[src/sv/cpd_pkg.sv]
// Package for the command packet deframer.
// Holds the byte, word and index types, the frame constants and the framer phase encoding.
// No dependencies.
package cpd_pkg;

  typedef logic [7:0] byte_t;
  typedef logic [15:0] word_t;
  typedef logic [3:0] index_t;

  // Reset value of the start marker register, ASCII 'e'.
  localparam byte_t StartMarkerRst = 8'h65;
  // Whole frame length in bytes, as carried in the length field.
  localparam word_t FrameLen = 16'd8;
  // Byte positions inside a frame.
  localparam index_t IdxLenLow  = 4'd1;
  localparam index_t IdxLenHigh = 4'd2;
  localparam index_t IdxStop    = 4'd3;
  localparam index_t IdxLight   = 4'd4;
  localparam index_t IdxSeqLow  = 4'd5;
  localparam index_t IdxSeqHigh = 4'd6;
  localparam index_t IdxCsum    = 4'd7;
  // The checksum byte is this value minus the payload sum.
  localparam byte_t CsumBase = 8'hFF;

  typedef enum logic [1:0] {
    PH_WAIT    = 2'd0,
    PH_LEN     = 2'd1,
    PH_COLLECT = 2'd2
  } phase_e;

endpackage

[src/sv/cpd_rx_if.sv]
// Valid/ready channel that carries one received serial byte per item.
// Depends on cpd_pkg for the byte type.
interface cpd_rx_if
  import cpd_pkg::*;
();
  logic  valid;
  logic  ready;
  byte_t rx_byte;

  modport source (output valid, output rx_byte, input ready);
  modport sink   (input valid, input rx_byte, output ready);
endinterface

[src/sv/cpd_res_if.sv]
// Valid/ready channel that carries one decoded command frame per item.
// Depends on cpd_pkg for the byte and word types.
interface cpd_res_if
  import cpd_pkg::*;
();
  logic  valid;
  logic  ready;
  byte_t stop_request;
  byte_t light_mode;
  word_t sequence_res;
  logic  checksum_ok;
  logic  relay_enable;

  modport source (output valid, output stop_request, output light_mode,
                  output sequence_res, output checksum_ok, output relay_enable,
                  input ready);
  modport sink   (input valid, input stop_request, input light_mode,
                  input sequence_res, input checksum_ok, input relay_enable,
                  output ready);
endinterface

[src/sv/command_packet_deframer.sv]
// Command packet deframer: an accepted byte goes through the input register;
// on the checksum byte the frame result then goes into the result register.
// Throughput is one byte per cycle; the input register only stalls while a
// result waits in the result register and the sink holds ready low.
// Reset (asynchronous, active low) returns to hunting for the start marker,
// opens the relay, clears the frame registers and loads the marker with 'e'.
module command_packet_deframer
  import cpd_pkg::*;
(
  input  logic       clk_i,
  input  logic       rst_ni,
  input  logic       cfg_we_i,
  input  byte_t      cfg_wdata_i,
  cpd_rx_if.sink     rx_i,
  cpd_res_if.source  res_o
);

  // Configuration: the byte value that opens a frame.
  byte_t start_marker_q;

  always_ff @(posedge clk_i or negedge rst_ni) begin
    if (!rst_ni) begin
      start_marker_q <= StartMarkerRst;
    end else if (cfg_we_i) begin
      start_marker_q <= cfg_wdata_i;
    end
  end

  // Input register. A byte moves on into the framer whenever the result
  // register is free or is being emptied in the same cycle, so the framer
  // never has to hold a result it cannot deliver.
  logic  in_valid_q;
  byte_t in_byte_q;
  logic  advance;

  assign advance    = !res_o.valid || res_o.ready;
  assign rx_i.ready = !in_valid_q || advance;

  always_ff @(posedge clk_i or negedge rst_ni) begin
    if (!rst_ni) begin
      in_valid_q <= 1'b0;
    end else if (rx_i.ready) begin
      in_valid_q <= rx_i.valid;
    end
  end

  always_ff @(posedge clk_i) begin
    if (rx_i.valid && rx_i.ready) begin
      in_byte_q <= rx_i.rx_byte;
    end
  end

  // The framer consumes the registered byte in this cycle.
  logic step;
  assign step = in_valid_q && advance;

  // Framer state.
  phase_e phase_q, phase_d;
  index_t byte_index_q, byte_index_d;
  byte_t  length_low_q, length_low_d;
  byte_t  running_sum_q, running_sum_d;
  byte_t  stop_byte_q, stop_byte_d;
  byte_t  light_byte_q, light_byte_d;
  word_t  sequence_word_q, sequence_word_d;
  logic   relay_q, relay_d;

  // Checksum compare for the byte at hand; only meaningful on the checksum byte.
  logic csum_ok;
  assign csum_ok = ((CsumBase - running_sum_q) == in_byte_q);

  // Next state. Each phase follows the frame layout: marker, two length bytes,
  // stop, light, two sequence bytes and the checksum. Anything unexpected
  // (wrong length, an index outside the payload, the unused phase code)
  // drops back to hunting for the marker.
  always_comb begin
    phase_d         = phase_q;
    byte_index_d    = byte_index_q;
    length_low_d    = length_low_q;
    running_sum_d   = running_sum_q;
    stop_byte_d     = stop_byte_q;
    light_byte_d    = light_byte_q;
    sequence_word_d = sequence_word_q;
    relay_d         = relay_q;
    case (phase_q)
      PH_WAIT: begin
        if (in_byte_q == start_marker_q) begin
          byte_index_d  = IdxLenLow;
          running_sum_d = '0;
          phase_d       = PH_LEN;
        end
      end
      PH_LEN: begin
        if (byte_index_q == IdxLenLow) begin
          length_low_d = in_byte_q;
          byte_index_d = IdxLenHigh;
        end else if ({in_byte_q, length_low_q} != FrameLen) begin
          phase_d      = PH_WAIT;
          byte_index_d = '0;
        end else begin
          byte_index_d = IdxStop;
          phase_d      = PH_COLLECT;
        end
      end
      PH_COLLECT: begin
        if (byte_index_q < IdxStop || byte_index_q > IdxCsum) begin
          phase_d      = PH_WAIT;
          byte_index_d = '0;
        end else if (byte_index_q == IdxCsum) begin
          // A good checksum latches the relay drive: closed when no stop.
          if (csum_ok) begin
            relay_d = (stop_byte_q == '0);
          end
          phase_d      = PH_WAIT;
          byte_index_d = '0;
        end else begin
          case (byte_index_q)
            IdxStop:    stop_byte_d = in_byte_q;
            IdxLight:   light_byte_d = in_byte_q;
            IdxSeqLow:  sequence_word_d = {sequence_word_q[15:8], in_byte_q};
            IdxSeqHigh: sequence_word_d = {in_byte_q, sequence_word_q[7:0]};
            default:    sequence_word_d = sequence_word_q;
          endcase
          running_sum_d = running_sum_q + in_byte_q;
          byte_index_d  = byte_index_q + 4'd1;
        end
      end
      default: begin
        phase_d      = PH_WAIT;
        byte_index_d = '0;
      end
    endcase
  end

  // Outputs of the framer: a result is produced on the checksum byte.
  logic emit;

  always_comb begin
    emit = 1'b0;
    case (phase_q)
      PH_COLLECT: emit = (byte_index_q == IdxCsum);
      default:    emit = 1'b0;
    endcase
  end

  always_ff @(posedge clk_i or negedge rst_ni) begin
    if (!rst_ni) begin
      phase_q         <= PH_WAIT;
      byte_index_q    <= '0;
      length_low_q    <= '0;
      running_sum_q   <= '0;
      stop_byte_q     <= '0;
      light_byte_q    <= '0;
      sequence_word_q <= '0;
      relay_q         <= 1'b0;
    end else if (step) begin
      phase_q         <= phase_d;
      byte_index_q    <= byte_index_d;
      length_low_q    <= length_low_d;
      running_sum_q   <= running_sum_d;
      stop_byte_q     <= stop_byte_d;
      light_byte_q    <= light_byte_d;
      sequence_word_q <= sequence_word_d;
      relay_q         <= relay_d;
    end
  end

  // Result register. It loads whenever the framer steps, since a step only
  // happens when the register is free or is being read out.
  logic  res_valid_q;
  byte_t res_stop_q;
  byte_t res_light_q;
  word_t res_seq_q;
  logic  res_ok_q;
  logic  res_relay_q;

  always_ff @(posedge clk_i or negedge rst_ni) begin
    if (!rst_ni) begin
      res_valid_q <= 1'b0;
    end else if (advance) begin
      res_valid_q <= step && emit;
    end
  end

  always_ff @(posedge clk_i) begin
    if (step && emit) begin
      res_stop_q  <= stop_byte_q;
      res_light_q <= light_byte_q;
      res_seq_q   <= sequence_word_q;
      res_ok_q    <= csum_ok;
      res_relay_q <= relay_d;
    end
  end

  assign res_o.valid        = res_valid_q;
  assign res_o.stop_request = res_stop_q;
  assign res_o.light_mode   = res_light_q;
  assign res_o.sequence_res = res_seq_q;
  assign res_o.checksum_ok  = res_ok_q;
  assign res_o.relay_enable = res_relay_q;

endmodule

[src/flat_wrapper.sv]
// flat-port wrapper written by rule: the top's interface ports become plain ports
module command_packet_deframer_flat import cpd_pkg::*;
  (clk_i, rst_ni, cfg_we_i, cfg_wdata_i, rx_i_valid, rx_i_rx_byte, rx_i_ready, res_o_valid, res_o_stop_request, res_o_light_mode, res_o_sequence_res, res_o_checksum_ok, res_o_relay_enable, res_o_ready);
  cpd_rx_if rx_i_i ();
  cpd_res_if res_o_i ();
  input  logic clk_i;
  input  logic rst_ni;
  input  logic cfg_we_i;
  input  byte_t cfg_wdata_i;
  input wire logic [$bits(rx_i_i.valid)-1:0] rx_i_valid;
  input wire logic [$bits(rx_i_i.rx_byte)-1:0] rx_i_rx_byte;
  output wire logic [$bits(rx_i_i.ready)-1:0] rx_i_ready;
  output wire logic [$bits(res_o_i.valid)-1:0] res_o_valid;
  output wire logic [$bits(res_o_i.stop_request)-1:0] res_o_stop_request;
  output wire logic [$bits(res_o_i.light_mode)-1:0] res_o_light_mode;
  output wire logic [$bits(res_o_i.sequence_res)-1:0] res_o_sequence_res;
  output wire logic [$bits(res_o_i.checksum_ok)-1:0] res_o_checksum_ok;
  output wire logic [$bits(res_o_i.relay_enable)-1:0] res_o_relay_enable;
  input wire logic [$bits(res_o_i.ready)-1:0] res_o_ready;
  assign rx_i_i.valid = rx_i_valid;
  assign rx_i_i.rx_byte = rx_i_rx_byte;
  assign rx_i_ready = rx_i_i.ready;
  assign res_o_valid = res_o_i.valid;
  assign res_o_stop_request = res_o_i.stop_request;
  assign res_o_light_mode = res_o_i.light_mode;
  assign res_o_sequence_res = res_o_i.sequence_res;
  assign res_o_checksum_ok = res_o_i.checksum_ok;
  assign res_o_relay_enable = res_o_i.relay_enable;
  assign res_o_i.ready = res_o_ready;
  command_packet_deframer u_core (.clk_i(clk_i), .rst_ni(rst_ni), .cfg_we_i(cfg_we_i), .cfg_wdata_i(cfg_wdata_i), .rx_i(rx_i_i), .res_o(res_o_i));
endmodule
[config.mk]
export PLATFORM = sky130hd
export DESIGN_NAME = command_packet_deframer_flat
export DESIGN_NICKNAME = d
export VERILOG_FILES = /design/src/sv/cpd_pkg.sv /design/src/sv/cpd_rx_if.sv /design/src/sv/cpd_res_if.sv /design/src/sv/command_packet_deframer.sv /design/src/flat_wrapper.sv
export SDC_FILE = /design/constraint.sdc
export NUM_CORES = 1
export LEC_CHECK = 0
export BUFFER_PORTS_ARGS = -buffer_cell sky130_fd_sc_hd__buf_2
export CAP_MARGIN = 20
export CORE_ASPECT_RATIO = 0.8
export CORE_UTILIZATION = 30
export CTS_CLUSTER_DIAMETER = 50
export DETAILED_ROUTE_END_ITERATION = 12
export HOLD_SLACK_MARGIN = 0.08
export PLACE_DENSITY_LB_ADDON = 0.12
export SLEW_MARGIN = 20
export SYNTH_ARGS = -nofsm -noshare
export SYNTH_HDL_FRONTEND = slang
export SYNTH_SLANG_ARGS = --single-unit
[constraint.sdc]
create_clock -name clk_i -period 2.9 [get_ports clk_i]
set_clock_uncertainty 0.2 [all_clocks]
set_input_delay 0.145 -clock clk_i [delete_from_list [all_inputs] [get_ports clk_i]]
set_output_delay 0.145 -clock clk_i [all_outputs]
set_load 0.05 [all_outputs]
[After elaboration in Yosys (flattened, before gate mapping)]
Index checks and enable logic that the tools add are counted.
Storage, ports and cells
  logic and storage cells: 84
  output and inout bits: 36
  input port bits: 21
  register bits after elaboration: 107
Operators by class
  reduce and logical (&&, ||, !) cells: 19
  equal/unequal tests: 16
  magnitude comparators: 2
  bitwise logic cells: 4
  muxes and demuxes: 22
  $add $sub $neg: 3
Operators by type and width (number)
  $pmux 16 s2: 1
  $mux 8: 3
  $eq 4x3->1 const B: 4
  $eq 8x8->1: 2
  $mux 4: 4
  $ne 16x4->1 const B: 1
  $pmux 8 s2: 1
  $reduce_and 5->1: 3
  $mux 2: 6
  $pmux 4 s3: 1
  $reduce_and 6->1: 2
  $add 8x8->8: 1
  $logic_not 8->1: 1
  $sub 8x8->8 const A: 1
  $ne 2x2->1 const B: 3
  $pmux 2 s3: 1
  $mux 1: 5
  $add 4x1->4 const B: 1
  $eq 4x1->1 const B: 1
  $eq 4x2->1 const B: 1
  $gt 4x3->1 const B: 1
  $lt 4x2->1 const B: 1
  $not 1->1: 4
  $reduce_and 4->1: 1
  other kinds (11): 16

[Logic depth before layout (Yosys ltp)]
Gate-level depths: netlist (run 1).
  word-level depth: 6
  gate-level depth with buffers: 8
  depth with buffers taken out: 7

[Worst setup path before layout (run 1)]
Ideal clock, no wire load.
  path kind: reg2reg
  start: register u_core.res_valid_q (netlist: u_core.res_o.valid)
  end: register u_core.relay_q
  arrival: 2.442 ns
  buffers on the path: 1
  slack: 0.134 ns
  cell stages (with the launch flop): 7
  clock period less this slack: 2.766 ns
  setup time: 0.125 ns
  data required time: 2.575 ns
  path through: dfrtp_1 nand2b_1 and2_1 clkbuf_1 and4_1 nand2_1 mux2_2
Between the ends
  longest elaborated chain between the ends: 3
Ends and longest elaborated chain
  from (decl): RTL line command_packet_deframer.sv:169  | logic res_valid_q;
  from (signal assigned): RTL line command_packet_deframer.sv:180  | res_valid_q <= step && emit;
  $logic_not 1->1: RTL line command_packet_deframer.sv:36  | assign advance = !res_o.valid || res_o.ready;
  $logic_or 1x1->1: RTL line command_packet_deframer.sv:36
  $logic_and 1x1->1: RTL line command_packet_deframer.sv:55  | assign step = in_valid_q && advance;
  to (signal assigned): RTL line command_packet_deframer.sv:163  | relay_q <= relay_d;
  to (decl): RTL line command_packet_deframer.sv:65  | logic relay_q, relay_d;
No other way between the ends.
A chain may end at the register's enable or synchronous reset.

[Worst setup path in the final report (run 1)]
  start: register u_core.byte_index_q[0]
  end: register u_core.sequence_word_q[11]
Between the ends
  longest elaborated chain between the ends: 4
  elaborated cells between the ends (all ways): 10
  classes of those cells: order compare: 2; eq/ne: 3; bitwise: 3; reduce/logical: 2
Ends and longest elaborated chain
  from (decl): RTL line command_packet_deframer.sv:59  | index_t byte_index_q, byte_index_d;
  from (signal assigned): RTL line command_packet_deframer.sv:157  | byte_index_q <= byte_index_d;
  $lt 4x2->1 or $gt 4x3->1 (tied branches): RTL line command_packet_deframer.sv:105  | if (byte_index_q < IdxStop || byte_index_q > IdxCsum) begin
  $logic_or 1x1->1: RTL line command_packet_deframer.sv:105
  $not 1->1 (no line)
  $reduce_and 6->1 (no line) (*)
  to (signal assigned): RTL line command_packet_deframer.sv:162  | sequence_word_q <= sequence_word_d;
  to (decl): RTL line command_packet_deframer.sv:64  | word_t sequence_word_q, sequence_word_d;
Every way passes the cells marked *; elsewhere a longest branch is shown, timed or not.

==> metrics.yaml, run 1 <==
synth_area_leader_cell: "dfrtp_1"
postRouteAntennaNets: 0
slew_headroom_pct: 46.0
peakVddDrop_uv: 301
p_leak_nw: 2.59
fp.dieW_um: 137
synthesis.area_um2: 4400
core_um2: 14300
grt_pass1_wl_mm: 14.8
synthFlopType: "dfrtp_1"
synth_cells: 282
hold_viol: 0
ys_seq_area_share_pct: 65.8
cp-start-kind: "flop"
overflow: 0
rsz0062_at_grt: "no"
dieArea_um2: 15200
cpMaxStageDelayCell: "and4b_1"
layout_min_cycle_time_ns: 2.59
cts_resized: 0
synth_edf_count: 42
path_clk_slew_ns: 0.08
synth-seq-cells: 107
grt_pass1_vias: 2620
crit_path_end_kind: "flop"
drc_errors: 0
io_buffers: 56
max_freq_ghz: 0.387
vias: 2647
synth_area_leaders: "dfrtp_1 (35%), edfxtp_1 (29%), mux2_2 (13%), ha_1 (3.1%), dfstp_2 (2.4%)"
worstPathArrival_ns: 2.61
max-cap-violations: 0
cts_tree: "built"
fin_crit_sh_pct: 89.2
drive_gt1_share_pct: 36.1
die_y_um: 110
layout_common_cells: "dfrtp_1 (61), buf_2 (56), mux2_2 (50)"
cts_max_path_buffers: 2
ios: 57
insertion_delay_ns: 0.34
cts_root_buffer: "clkbuf_16"
dp_hpwl_mm: 6.82
setup-violations-final: 0
ys_warn_count: 0
cts.sinks: 107
setup_ws_ns: 0.313
synth.avg_cell_area_um2: 15.6
fillers: 1375
drt_wl_total_mm: 9.48
syn2layout_area_growth_pct: 25.8
drv_slew: 0
netlist.area_leader.share_pct: 34.7
crit_chain: "ha_1 > xnor2_1 > nor3_4 > and2_1 > and4b_1 > mux2_2"
fin_area_um2: 5540
p_per_area_nw_per_um2: 550
gp_congestion: 0.784
final_common_cell: "dfrtp_1"
min_path_type: "in -> async"
hold_buffers: 28
post-cts-setup-buffer-count: 0
dr.pass1.iters: 4
cts_max_level: 3
viasPerCell: 4.63
grt_max_degree: 34
status: "complete, no violations"
antenna-diode-count: 0
cts_made_buffers: 9
antenna_found_initial: 0
path_max_fanout: 8
synth_nets: 315
synth-async-reset-ratio_pct: 60.7
critPathMaxStageDelay_ns: 0.51
dp_slack_ns: 0.323
place_area_um2: 4980
worst_slew_pin_slew_ns: 0.810
drt_first_iter_violations: 69
avgRoutedWirePerCell_um: 16.6
track_usage_pct: 13.6
critical_path_class: "reg -> reg"
initial_core_util_pct: 30.8
synth_cell_types: 45
rows: 39
tns_ns: 0
required_ns: 2.93
fin_nets: 416
[critical path: cells and delay by family (launching register included)]
kind / cells / cell delay (ns)
and+or+nand+nor: 3 / 0.98
muxes: 1 / 0.39
DFF: 1 / 0.41
adders and majority gates: 1 / 0.29
xor gates and xnor gates: 1 / 0.20
[cell type report]
class / count / area (µm²) / area share [%]
Clock buffer: 10 / 229 / 4.14
Clock inverter: 6 / 48.8 / 0.882
Inverter: 4 / 15.0 / 0.271
Multi-Input combinational cell: 164 / 1450 / 26.2
Sequential cell: 107 / 2890 / 52.3
Tap cell: 184 / 230 / 4.16
Timing Repair Buffer: 97 / 671 / 12.1
[per-layer routing]
layer	part of all wire (%)	track usage (%)
met5	0	0
met4	1.5	4.24
met3	3.8	3.34
met2	41	18.9
met1	54	20.6
[power breakdown]
part           leakage, nW  internal (W)  switching, W
Sequential            1.31       0.00161     0.0000464
Clock                0.131      0.000592      0.000556
Combinational         1.15      0.000114      0.000129
[kinds of logic after synthesis]
family          synth area share, %
mux                            13.7
fa+ha+maj                      3.58
simple gates                   7.28
flops                          65.8
xor+xnor                       2.99
buf+inv                        1.31
compound gates                 5.38
[metrics by stage]
| stage | util [%] | instances | power (W) | hold WS, ns |
|---|---|---|---|---|
| floorplan | - | 282 | 0.00178 | -0.351 |
| global placement | 34.8 | 528 | 0.00189 | 0.0838 |
| detailed placement | 34.8 | 528 | 0.00189 | 0.0833 |
| CTS | 38.7 | 572 | 0.00309 | 0.243 |
| global route | 38.7 | 572 | 0.00317 | 0.249 |
| finish | 38.7 | 572 | 0.00304 | 0.222 |
[cell usage after synthesis (all sizes together), types with 2 or more instances]
master,number
or4,2
clkbuf,4
nand3b,3
nand4,3
xnor2,5
and3,2
and4b,2
and2,3
nor4,6
a21o,4
dfrtp,61
nand2b,4
o2111ai,2
a21oi,6
dfstp,4
a22o,7
xor2,10
inv,4
nand2,8
nor2,4
nor2b,4
nand3,5
edfxtp,42
mux2,50
ha,11
mux2i,4
buf,3
o21ai,4
[path summary, 6_finish.rpt]
check | startpoint | endpoint | slack, ns | depth (start not counted)
max | u_core.byte_index_q[0] | u_core.sequence_word_q[11] | 0.31 | 6
min | rst_ni | u_core.in_valid_q | 0.22 | 2
max in group asynchronous | rst_ni | u_core.light_byte_q[6] | 1.60 | 3
min reg2reg | u_core.sequence_word_q[1] | u_core.res_o.sequence_res[1] | 0.24 | 0
max reg2reg | u_core.byte_index_q[0] | u_core.sequence_word_q[11] | 0.31 | 6
min in group clk_i | u_core.sequence_word_q[1] | u_core.res_o.sequence_res[1] | 0.24 | 0
(Power assumes the default switching activity.)
==> inputs of run 2 (changes only) <==
- CELL_PAD_IN_SITES_DETAIL_PLACEMENT: unset -> 0
- CELL_PAD_IN_SITES_GLOBAL_PLACEMENT: unset -> 1
- CORE_ASPECT_RATIO: 0.8 -> unset
- PLACE_DENSITY_LB_ADDON: 0.12 -> 0.1
==> run 2 against run 1 <==
  * Global-route usage up 0.49 points
  * Highest routed layer unchanged
  * Cell area about the same
  * Via count up 1.3%
  * Sequential power about the same
  * Sequential share of layout area about the same
  * Core utilization up 0.52 points
  * Routed wire length up 1.6%
==> metrics.yaml, run 2 (synthesis results as in run 1) <==
cpMaxStageDelayCell: "and4b_1"
critical_path_class: "reg -> reg"
layout_common_cells: "dfrtp_1 (61), buf_2 (56), mux2_2 (50)"
syn2layout_area_growth_pct: 25.7
crit_path_end_kind: "flop"
final_common_cell: "dfrtp_1"
die_y_um: 123
avgRoutedWirePerCell_um: 16.9
ios: 57
path_delay_family: "simple AND/OR/NAND/NOR gates"
cts_max_level: 3
rows: 43
cts_tree: "built"
drt_wl_total_mm: 9.64
fin_crit_sh_pct: 87.5
drive_gt1_share_pct: 35.7
cts_root_buffer: "clkbuf_16"
vias: 2681
p_per_area_nw_per_um2: 549
regArea_um2: 2890
tns_ns: 0
dieArea_um2: 15200
p_leak_nw: 2.58
worst_slew_pin_slew_ns: 0.844
dp_slack_ns: 0.328
cts_max_path_buffers: 2
crit_chain: "ha_1 > xnor2_1 > nor3_4 > and2_1 > and4b_1 > mux2_2"
grt_pass1_vias: 2725
dp_hpwl_mm: 6.82
fp.dieW_um: 123
viasPerCell: 4.71
postRouteAntennaNets: 0
max-cap-violations: 0
antenna-diode-count: 0
insertion_delay_ns: 0.35
dr.pass1.iters: 4
hold_viol: 0
required_ns: 2.93
max_freq_ghz: 0.394
fillers: 1365
drt_first_iter_violations: 137
min_path_type: "reg -> reg"
path_buf_inv: 0
drv_slew: 0
grt_max_degree: 36
setup_ws_ns: 0.364
drc_errors: 0
cts.sinks: 107
track_usage_pct: 14.1
path_max_fanout: 8
io_buffers: 56
gp_congestion: 0.687
critPathMaxStageDelay_ns: 0.49
path_clk_slew_ns: 0.07
rsz0062_at_grt: "no"
worstPathArrival_ns: 2.57
core_um2: 14100
multiInputGateArea_um2: 1450
initial_core_util_pct: 31.2
finalCoreUtilization_pct: 39.2
layout_min_cycle_time_ns: 2.54
setup-violations-final: 0
grt_pass1_wl_mm: 15.5
peakVddDrop_uv: 235
status: "complete, no violations"
cts_made_buffers: 9
fin_nets: 417
cp-start-kind: "flop"
post-cts-setup-buffer-count: 0
slew_headroom_pct: 43.7
antenna_found_initial: 0
overflow: 0
==> run 2: cell types whose count changed in the layout (fill, tap and decap cells not counted), sizes merged <==
cell,change
buf,+1
clkbuf,+1
clkinv,-1
clkinvlp,+1
inv,-1
==> run 2: power by group <==
| group | switching, W | internal, W | leakage (nW) |
|---|---|---|---|
| combinational | 0.000127 | 0.000113 | 1.16 |
| clock | 0.000555 | 0.000587 | 0.121 |
| sequential | 0.0000472 | 0.00161 | 1.31 |
==> run 2: worst paths after layout <==
check / slack (ns) / startpoint / cells after the start / to
worst max-delay path: 0.36 / u_core.byte_index_q[0] / 6 / u_core.sequence_word_q[12]
worst min-delay path: 0.25 / u_core.light_byte_q[6] / 0 / u_core.res_o.light_mode[6]
worst max register to register: 0.36 / u_core.byte_index_q[0] / 6 / u_core.sequence_word_q[12]
worst min register to register: 0.25 / u_core.light_byte_q[6] / 0 / u_core.res_o.light_mode[6]
max in group asynchronous: 1.56 / rst_ni / 3 / u_core.byte_index_q[1]
min in group asynchronous: 0.27 / rst_ni / 2 / u_core.in_valid_q
==> run 2: layout make-up <==
cell class / instances / share of cell area (%)
timing repair buffer: 98 / 12.3
tap: 180 / 4.07
inverter: 4 / 0.271
multi-input combinational: 164 / 26.2
clock inverter: 5 / 0.679
clock buffer: 11 / 4.21
sequential: 107 / 52.3
==> run 2: timing repair <==
| item | CTS | global route |
|---|---|---|
| gates resized for setup | 0 | 0 |
| endpoints found under the hold margin | 48 | 0 |
| endpoints found under the setup margin | 0 | 0 |
| hold buffers | 28 | 0 |
==> run 2: per-stage QoR <==
step	instance area [µm²]	power (W)	cells	hold WS [ns]
4_1_cts	5530	0.00308	569	0.253
5_1_grt	5530	0.00316	569	0.271
3_5_place_dp	4980	0.00189	525	0.104
6_report	5530	0.00303	569	0.248
2_1_floorplan	4400	0.00178	282	-0.351
3_3_place_gp	4980	0.00189	525	0.0943
==> run 2: layer usage <==
metal	track usage (%)	wire length (µm)	vias to the layer above
met5	0	0	-
met4	5.42	148	0
met3	2.35	277	13
met2	23.3	4730	41
met1	18.6	4480	1365
li1	-	-	1262
==> run 2: worst register-to-register path: cells and delay by family (launching register included) <==
family | cells | cell delay (ns)
xor+xnor | 1 | 0.19
fa+ha+maj | 1 | 0.29
flops | 1 | 0.42
mux | 1 | 0.39
simple gates | 3 | 0.94
